$ cat src/hdl/sawte_pkg.sv
// sawte_pkg: shared types, constants and helpers of the set-associative tag engine
// no dependencies

package sawte_pkg;

    localparam int ADDR_W    = 27;
    localparam int LINE_W    = 6;
    localparam int SET_W     = 12;
    localparam int TAG_W     = ADDR_W - LINE_W - SET_W;
    localparam int WAYS      = 16;
    localparam int WAY_W     = $clog2(WAYS);
    localparam int NUM_SETS  = 1 << SET_W;
    localparam int LFSR_W    = 16;

    localparam logic [LFSR_W-1:0] LFSR_TAPS  = 16'hB400;
    localparam logic [LFSR_W-1:0] SEED_RESET = 16'd44257;

    typedef struct packed {
        logic             valid;
        logic             dirty;
        logic [TAG_W-1:0] tag;
    } way_entry_t;

    typedef way_entry_t [WAYS-1:0] set_row_t;

    typedef enum logic [2:0] {
        ST_CLEAR = 3'b001,
        ST_IDLE  = 3'b010,
        ST_EVAL  = 3'b100
    } ctrl_state_t;

    typedef struct packed {
        logic clear_wr;
        logic accept;
        logic commit;
    } ctrl_cmd_t;

    typedef struct packed {
        logic clear_last;
    } dp_sts_t;

    function automatic logic [LFSR_W-1:0] lfsr_next(input logic [LFSR_W-1:0] v);
        logic [LFSR_W-1:0] r;
        r = v >> 1;
        if (v[0]) begin
            r = r ^ LFSR_TAPS;
        end
        return r;
    endfunction

endpackage

$ cat src/hdl/sawte_ctrl.sv
// sawte_ctrl: controller state machine, clearing pass, input and result handshakes
// depends on sawte_pkg

module sawte_ctrl (
    input  logic                  aclk,
    input  logic                  aresetn,
    input  logic                  s_valid,
    output logic                  s_ready,
    output logic                  m_valid,
    input  logic                  m_ready,
    output sawte_pkg::ctrl_cmd_t  cmd,
    input  sawte_pkg::dp_sts_t    sts
);
    import sawte_pkg::*;

    ctrl_state_t state_reg;
    ctrl_state_t state_next;
    logic        m_valid_reg;
    logic        m_valid_next;
    logic        out_free;

    assign out_free = !m_valid_reg || m_ready;

    always_comb begin
        state_next   = state_reg;
        cmd          = '0;
        s_ready      = 1'b0;
        m_valid_next = m_valid_reg && !m_ready;
        case (state_reg)
            ST_CLEAR: begin
                cmd.clear_wr = 1'b1;
                if (sts.clear_last) begin
                    state_next = ST_IDLE;
                end
            end
            ST_IDLE: begin
                s_ready    = 1'b1;
                cmd.accept = s_valid;
                if (s_valid) begin
                    state_next = ST_EVAL;
                end
            end
            ST_EVAL: begin
                if (out_free) begin
                    cmd.commit   = 1'b1;
                    m_valid_next = 1'b1;
                    state_next   = ST_IDLE;
                end
            end
            default: begin
                state_next = ST_CLEAR;
            end
        endcase
    end

    always_ff @(posedge aclk) begin
        if (!aresetn) begin
            state_reg   <= ST_CLEAR;
            m_valid_reg <= 1'b0;
        end else begin
            state_reg   <= state_next;
            m_valid_reg <= m_valid_next;
        end
    end

    assign m_valid = m_valid_reg;

    a_accept_eval: assert property (@(posedge aclk) disable iff (!aresetn)
        (s_valid && s_ready) |=> (state_reg == ST_EVAL))
        else $error("accepted beat did not move to evaluation");

    a_commit_valid: assert property (@(posedge aclk) disable iff (!aresetn)
        cmd.commit |=> m_valid_reg)
        else $error("commit did not raise result valid");

    a_eval_stall: assert property (@(posedge aclk) disable iff (!aresetn)
        (state_reg == ST_EVAL && m_valid_reg && !m_ready) |=> (state_reg == ST_EVAL))
        else $error("evaluation left while result slot busy");

    a_no_accept_clear: assert property (@(posedge aclk) disable iff (!aresetn)
        (state_reg == ST_CLEAR) |-> (!s_ready && !cmd.commit))
        else $error("activity during clearing pass");

endmodule

$ cat config.mk
export PLATFORM = sky130hd
export DESIGN_NAME = sawte_ctrl
export DESIGN_NICKNAME = d
export VERILOG_FILES = /design/src/hdl/sawte_pkg.sv /design/src/hdl/sawte_ctrl.sv
export SDC_FILE = /design/constraint.sdc
export NUM_CORES = 1
export LEC_CHECK = 0
export BUFFER_PORTS_ARGS = -buffer_cell sky130_fd_sc_hd__buf_2
export CORE_AREA = 2 2 39 41
export DETAILED_ROUTE_END_ITERATION = 12
export DIE_AREA = 0 0 41 43
export PLACE_DENSITY_LB_ADDON = 0.2
export SYNTH_ARGS = -nofsm -noshare
export SYNTH_HDL_FRONTEND = slang
export SYNTH_SLANG_ARGS = --single-unit
$ cat constraint.sdc
create_clock -name aclk -period 1.7 [get_ports aclk]
set_clock_uncertainty 0.15 [all_clocks]
set_input_delay 0.255 -clock aclk [delete_from_list [all_inputs] [get_ports aclk]]
set_output_delay 0.255 -clock aclk [all_outputs]
set_load 0.1 [all_outputs]
Word level (Yosys, flattened, before mapping)
Index checks and enable logic that the tools add are counted.
{ "classes": {"n_eq_ne": 6, "mux": 11, "reduce_logical": 5} }
{ "op_table": {"columns": ["cell", "n"], "rows": [
  ["2-to-1 mux 3 bit", 3],
  ["one-hot mux 3 bit (3 select lines)", 1],
  ["2-to-1 mux 1 bit", 7],
  ["inequality test 2 bit (second input constant)", 3],
  ["== test 3 x 1 -> 1 bit (second input constant)", 1],
  ["== test 3 x 2 -> 1 bit (second input constant)", 1],
  ["== test 3 bit (second input constant)", 1],
  ["AND reduction 3 bit", 1],
  ["zero test 1 bit", 2],
  ["logical AND 1 bit", 1],
  ["logical OR 1 bit", 1]
]} }
{ "totals": {"register_bits": 4, "inputBits": 5, "out_inout_bits": 5} }

Longest topological paths before layout
Gate-level depths: netlist of the first run.
{ "logic_depth": {"ltp_word": 4, "depth_mapped": 4} }

Worst setup path after synthesis of the first run
No wires, ideal clock.
{ "synth_path": {"kind": "register to output", "start": "register m_valid_reg (netlist: m_valid)", "end": "output port cmd[0] in the netlist's numbering", "t_arrival_ns": 3.013, "required_ns": 1.295, "slack_ns": -1.718, "path_stages_with_launch": 3, "cell_sequence": "dfxtp_1 -> nor2b_1 -> nor3_1"} }
{ "synth_lines": {"columns": ["element", "line_no", "rtl"], "rows": [
  ["from (decl)", "sawte_ctrl.sv:18", "logic m_valid_reg;"],
  ["from (signal assigned)", "sawte_ctrl.sv:62", "m_valid_reg <= m_valid_next;"],
  ["to (decl)", "sawte_ctrl.sv:11", "output sawte_pkg::ctrl_cmd_t cmd,"]
]} }

==> flow_summary.toml, run 1 <==
[floorplan]
core_area_um2 = 1380
start_util_pct = 16.1
rows = 14
fp.dieH_um = 43
io_pins = 10
chipWidth_um = 41
die_area_um2 = 1760

[placed_design]
gp_congestion = 0.739
dp.cells = 49
io_buffers = 9
dp_hpwl_um = 429

[logic_synthesis]
synthFlopType = "dfxtp_1"
ys_ff_latch = 4
synthTopCellsByArea = "dfxtp_1 36%, nand2b_4 6.2%, nor3b_2 5.6%"
synthArstFlopShare_pct = 0
synth_xor_area_share_pct = 0
syn_area_um2 = 223
synth_fa_ha_area_share_pct = 0
syn_inst = 25
synth_edf_count = 0
syn_nets = 30
synth_most_common_cell = "dfxtp_1"
synth_compound_area_share_pct = 23.0
synth_top_family_by_area = "simple AND/OR/NAND/NOR gates"
yosysTopAreaCellShare_pct = 36.0
ys_types = 18
yosysTopAreaCell = "dfxtp_1"
synth_simple_gate_area_share_pct = 32.6
synthMuxAreaShare_pct = 0
yosysSeqAreaShare_pct = 36.0
yosys-top-cells-count = "4 x dfxtp_1, 3 x inv_1, 2 x nor2_1, 2 x nor3_1"
syn_avg_cell_area_um2 = 8.91
yosysWarnings = 0

[cts]
cts.repair.resized = 0
clkLatencyLatePin_ns = 0.24
numCtsBuffers = 3
htree_levels = 1
clock_path_buffers = 2
clockRootBuffer = "clkbuf_4"
cts.sinks = 4
post_cts_buffers = 0
tritoncts = "yes"
clk_pin_slew_ns = 0.04
hold_buffers = 0

[sta]
max_slew_margin_pct = 68.1
max_freq_ghz = 0.615
timing.hold.ws_ns = 0.0849
maxSlewViolCount = 0
post-route-min-period_ns = 1.63
rsz0062_at_grt = "false"
worst_slew_pin_slew_ns = 0.482
finalCritPeriodShare_pct = 95.7
setup_viol = 0
hold_viol = 0

[final_layout]
antenna_cells = 0
layout.nets = 43
largest_reg_flops = 3
drive_above_1_share_pct = 59.5
layoutNonFillerInstCount = 53
syn_to_final_growth_pct = 86.0

[critical_path]
r2r-start = "state_reg[1]"
crit_start = "state_reg[1]"
worst-path-max-fanout = 5
r2r_cells = 3
endpoint_kind = "primary output"
worst-r2r-setup-slack_ns = 0.45
path_class = "flip-flop to primary output"
worstSetupStartpointType = "flip-flop"
reg2reg_to = "state_reg[2]"
cp.required_ns = 1.29
cp.arrival_ns = 1.22

[global_routing]
grt_overflow = 0
grt_pass1_wl_um = 979
grt_usage_pct = 8.58
grt_pass1_vias = 221
grt_max_degree = 10
grt_antenna_before_repair = 0

[power]
irDropWorstVdd_v = 0.000240
power_density_nw_per_um2 = 812
p_leak_uw = 0.000167

[route]
wirelength_um = 529
drtAntennaViolNets = 0
viasPerCell = 4.08
routedWlPerCell_um = 9.98
dr_total_vias = 216
drtIter0Drc = 2
firstDrtPassIters = 2
drc = 0

[min_path]
hold-path-cell-count = 2
hold_path.class = "primary input to flip-flop"
whs_endpoint = "state_reg[0]"
hold_start = "aresetn"

[run_status]
outcome = "finished, final reports clean"

[job]
drv_cap = 0
layout by cell type (no fill, tap or decap), types with 2 or more instances in the layout:
cell type  instances
buf_2              5
buf_12             4
inv_1              3
clkbuf_4           3
nand2b_4           2
nor3_4             2
dfxtp_2            2
power breakdown:
group | internal [uW] | switching (uW) | leakage (uW)
registers | 97.9 | 12.2 | 0.0000337
clock network | 88.3 | 42.6 | 0.0000150
logic | 39.8 | 55.7 | 0.000119
critical path, stage by stage, from the launching register on:
cell      delay, ns
dfxtp_1        0.44
nand2b_4       0.11
nor3_4         0.23
buf_12         0.20
worst max path at each step:
stage                               to  slack, ns
after global routing            cmd[1]      0.007
after global placement          cmd[1]       0.34
final                           cmd[1]       0.07
after detailed placement        cmd[1]       0.32
after floorplan           state_reg[0]      -0.16
after CTS                       cmd[1]       0.06
metal layers:
metal	GRT usage [%]	vias to the layer above	routed length [um]
met4	6.00	0	5
met3	4.71	2	36
li1	-	110	-
met5	0	-	0
met1	11.8	97	227
met2	9.69	7	260
through the flow:
step	setup TNS (ns)	area, um^2	setup slack, ns	power, uW	utilization, %
after floorplan	-0.322	274	-0.155	179	-
after global placement	0	388	0.340	207	28.0
after detailed placement	0	388	0.319	208	28.0
after CTS	0	414	0.0580	345	29.9
after global routing	0	414	0.00673	361	29.9
final	0	414	0.0731	336	29.9
cells by family (layout without fill, tap and decap cells):
family	Yosys count	in the layout
DFF	4	4
buffers and inverters	4	16
and+or+nand+nor	10	10
AOI/OAI and AO/OA	7	7
layout make-up:
type                    count  area [um^2]
fillers                   158          970
inverters                   3         11.3
flip-flops and latches      4         86.3
repair buffers              9          105
clock buffers               4         26.3
well taps                  16         20.0
multi-input cells          17          165
Note: power is estimated with default switching activity, not from simulation.
==> run 2: changes to the inputs <==
--- a/config.mk
+++ b/config.mk
@@ -10,6 +10,7 @@
 export DETAILED_ROUTE_END_ITERATION = 12
 export DIE_AREA = 0 0 41 43
 export PLACE_DENSITY_LB_ADDON = 0.2
+export SETUP_SLACK_MARGIN = 0.15
 export SYNTH_ARGS = -nofsm -noshare
 export SYNTH_HDL_FRONTEND = slang
 export SYNTH_SLANG_ARGS = --single-unit
==> run 2 against run 1 <==
Net effect: largest cell class unchanged; critical path depth is the same; sequential share of layout area grew 0.33 points; highest routed layer unchanged; cell count grew 1.9%.
==> flow_summary.toml, run 2 (synthesis gave the netlist of run 1 again) <==
[run_status]
outcome = "finished, final reports clean"

[sta]
worst_slew_pin_slew_ns = 0.482
max_slew_margin_pct = 68.1
timing.hold.ws_ns = 0.0822
hold_viol = 0
maxSlewViolCount = 0
postLayoutSetupSlackWorst_ns = 0.138
post-route-min-period_ns = 1.56
max_freq_ghz = 0.640
setup_viol = 0
finalSetupTns_ns = 0
rsz0062_at_grt = "true"
finalCritPeriodShare_pct = 91.9

[critical_path]
worst-path-max-fanout = 5
cpPeakStageDelay_ns = 0.35
crit_family = "simple AND/OR/NAND/NOR gates"
path_class = "flip-flop to primary output"
cp.arrival_ns = 1.16
path_cells = "nand2b_4 > nor3_4 > buf_12"
crit_start = "state_reg[1]"
crit_slowest_cell = "dfxtp_2"
worstSetupStartpointType = "flip-flop"
r2r-start = "m_valid"
cp_num_buf_inv = 1
endpoint_kind = "primary output"
cp.required_ns = 1.29

[final_layout]
multiInputGateArea_um2 = 165
syn_to_final_growth_pct = 91.0
fillers = 158
final_common_cell = "buf_2"
drive_above_1_share_pct = 63.2
layout.nets = 44
final_cell_mix = "5 x buf_2, 4 x buf_12, 3 x inv_1, 3 x clkbuf_4"
fin_area_um2 = 425
antenna_cells = 0
register_area_um2 = 90.1
largest_reg_flops = 3

[route]
viasPerCell = 4.04
drtAntennaViolNets = 0
dr_total_vias = 218
routedWlPerCell_um = 10.1
drtIter0Drc = 2
firstDrtPassIters = 2
wirelength_um = 543
drc = 0

[cts]
cts.sinks = 4
htree_levels = 1
tritoncts = "yes"
clockRootBuffer = "clkbuf_4"
clock_path_buffers = 2
clk_pin_slew_ns = 0.04
numCtsBuffers = 3
clkLatencyLatePin_ns = 0.24

[global_routing]
grt_usage_pct = 8.58
grt_overflow = 0
grt_pass1_wl_um = 979
grt_max_degree = 10
grt_antenna_before_repair = 0
grt_pass1_vias = 223

[power]
fin_total_pwr_uw = 340
p_leak_uw = 0.000173
irDropWorstVdd_v = 0.000245
power_density_nw_per_um2 = 799

[floorplan]
fp.dieH_um = 43
chipWidth_um = 41
rows = 14
io_pins = 10
die_area_um2 = 1760
start_util_pct = 16.1
core_area_um2 = 1380

[placed_design]
gp_congestion = 0.739
dp_hpwl_um = 429
postPlaceCellArea_um2 = 388
io_buffers = 9
place_ws_ns = 0.319

[job]
drv_cap = 0

[min_path]
hold_path.class = "primary input to flip-flop"
hold_start = "aresetn"
==> run 2: per-stage QoR <==
step	utilization, %	instances
finish	30.7	54
global route	30.7	54
CTS	30.2	53
detailed placement	28.0	49
global placement	28.0	49
floorplan	-	25
==> run 2: final cells by class <==
type | count | share of cell area, %
clock buffers | 4 | 6.18
inverters | 3 | 2.65
multi-input cells | 17 | 38.8
flip-flops and latches | 4 | 21.2
well taps | 16 | 4.71
repair buffers | 10 | 26.5
==> run 2: report_power, final <==
part | switching (uW) | total (uW) | internal, uW
registers | 12.3 | 110 | 98.0
clock network | 42.6 | 131 | 88.3
logic | 56.2 | 98.8 | 42.6
==> run 2: worst paths after layout <==
check            endpoint  slack (ns)  depth (start not counted)
max reg2reg  state_reg[1]        0.45                          3
min          state_reg[0]        0.08                          2
max                cmd[0]        0.14                          3
min reg2reg  state_reg[2]        0.38                          1
==> run 2: repair_timing <==
item	in CTS	in global routing
pin swaps	0	1
setup buffers	0	1
resized for setup	2	0
hold buffers	0	0
setup endpoints to repair	3	3
==> run 2: metal layers <==
layer | wire [um] | GRT usage [%] | vias to the layer above | share of wire [%]
met5 | 0 | 0 | - | 0
met4 | 5 | 6.00 | 0 | 0.92
met3 | 36 | 4.71 | 2 | 6.6
met2 | 267 | 9.69 | 7 | 49
met1 | 234 | 11.8 | 97 | 43
li1 | - | - | 112 | -
==> run 3: changes to the inputs <==
--- a/config.mk
+++ b/config.mk
@@ -7,6 +7,7 @@
 export LEC_CHECK = 0
 export BUFFER_PORTS_ARGS = -buffer_cell sky130_fd_sc_hd__buf_2
 export CORE_AREA = 2 2 39 41
+export CTS_BUF_LIST = sky130_fd_sc_hd__clkbuf_16
 export DETAILED_ROUTE_END_ITERATION = 12
 export DIE_AREA = 0 0 41 43
 export PLACE_DENSITY_LB_ADDON = 0.2
==> run 3 against run 2 <==
Net effect: clock power rose to 2.8 times the previous value; hold slack improved by 0.013 ns; utilization up 5.1 points; count of clock-buffer cells in the layout shrank 1; setup slack better by 0.020 ns; sequential cell count stayed put; first-iteration DRC count is the same; critical path depth unchanged; critical endpoint is now cmd[2].
==> flow_summary.toml, run 3 (synthesis gave the netlist of run 1 again) <==
[global_routing]
grt_max_degree = 10
grt_pass1_vias = 217
grt_antenna_before_repair = 0
grt_usage_pct = 8.38
grt.met3_usage_pct = 4.71
gr-max-usage-layer = "met1"
grt_overflow = 0
grt_pass1_wl_um = 972
grtUsageMet1_pct = 12.1
grt_use_met2_pct = 9.69

[power]
swShare_pct = 23.2
power_density_nw_per_um2 = 1170
p_clk_share_pct = 63.4
irDropWorstVdd_v = 0.000486
cell_internal_pwr_uw = 447
p_leak_uw = 0.000210
power.net_switching_uw = 135
combPwrFrac_pct = 18.1
seqPwrFrac_pct = 18.6

[route]
drtAntennaViolNets = 0
drc = 0
viasPerCell = 4.13
routedWlPerCell_um = 10.3
firstDrtPassIters = 2
drtIter0Drc = 2
dr_total_vias = 231
wirelength_um = 574

[run_status]
outcome = "finished, final reports clean"

[sta]
max_freq_ghz = 0.649
hold_viol = 0
setup_viol = 0
finalCritPeriodShare_pct = 90.7
post-route-min-period_ns = 1.54
rsz0062_at_grt = "true"
max_slew_margin_pct = 68.1
maxSlewViolCount = 0
worst_slew_pin_slew_ns = 0.482

[critical_path]
endpoint_kind = "primary output"
cpPeakStageDelay_ns = 0.34
worst-path-max-fanout = 4
cp.arrival_ns = 1.14
crit_slowest_cell = "dfxtp_4"
path_cells = "buf_4 > nor3b_4 > buf_12"
worstSetupStartpointType = "flip-flop"
path_class = "flip-flop to primary output"
cp.required_ns = 1.29

[floorplan]
fp.dieH_um = 43
rows = 14
core_area_um2 = 1380
io_pins = 10
start_util_pct = 16.1
die_area_um2 = 1760
chipWidth_um = 41

[final_layout]
final_common_cell = "buf_2"
final_cell_mix = "5 x buf_2, 4 x inv_1, 4 x buf_12"
layout.nets = 46
syn_to_final_growth_pct = 122
largest_reg_flops = 3
drive_above_1_share_pct = 65.0
antenna_cells = 0
fin_area_um2 = 495
fin_util_pct = 35.8

[placed_design]
postPlaceCellArea_um2 = 388
gp_congestion = 0.739
dp_hpwl_um = 429
io_buffers = 9

[cts]
clock_path_buffers = 2
cts.sinks = 4
clockRootBuffer = "clkbuf_16"
hold_buffers = 0
clkLatencyLatePin_ns = 0.22
clk_pin_slew_ns = 0.03
numCtsBuffers = 3
tritoncts = "yes"
htree_levels = 1

[job]
drv_cap = 0

[min_path]
hold_path.class = "primary input to flip-flop"
-- run 3: timing repair --
action	in CTS	in global routing
pin swaps	0	2
endpoints found under the hold margin	0	0
setup endpoints to repair	3	3
setup buffers	0	3
gates resized for setup	2	1
cloned	0	0
-- run 3: metal layers --
layer | vias up | share of wire (%)
met1 | 108 | 43
met3 | 0 | 4.2
li1 | 118 | -
met2 | 5 | 52
met4 | 0 | 0
met5 | - | 0
-- run 3: area by class of cell --
class                   count  area, um^2
fillers                   147         888
multi-input cells          17         165
repair buffers             12         128
flip-flops and latches      4        92.6
clock buffers               3        75.1
well taps                  16        20.0
inverters                   3        11.3
clock inverters             1        3.75
-- run 3: worst paths after layout --
path	start	to	slack, ns	cells after the start
min	aresetn	state_reg[0]	0.09	2
min reg2reg	state_reg[0]	state_reg[2]	0.38	1
max reg2reg	state_reg[1]	state_reg[2]	0.38	4
max	state_reg[1]	cmd[2]	0.16	3
-- run 3: power by group through the flow --
| stage | registers [uW] | clock network [uW] | logic, uW |
|---|---|---|---|
| after floorplan | 105 | 0 | 74.1 |
| after global placement | 112 | 0 | 95.8 |
| after detailed placement | 112 | 0 | 96.1 |
| after CTS | 111 | 377 | 96.4 |
| after global routing | 109 | 386 | 112 |
| final | 108 | 369 | 105 |
-- run 3: critical path, delay by kind of cell (launching register included) --
| kind | cells | cell delay, ns |
|---|---|---|
| buf+inv | 2 | 0.33 |
| simple gates | 1 | 0.23 |
| flops | 1 | 0.34 |
-- run 3: per-stage QoR --
step / hold slack, ns / power (uW) / setup TNS [ns] / setup slack, ns / cells
floorplan: 0.185 / 179 / -0.322 / -0.155 / 25
global route: 0.111 / 607 / 0 / 0.110 / 56
finish: 0.0948 / 582 / 0 / 0.159 / 56
global placement: 0.332 / 207 / 0 / 0.340 / 49
CTS: 0.0944 / 584 / 0 / 0.118 / 53
detailed placement: 0.327 / 208 / 0 / 0.319 / 49
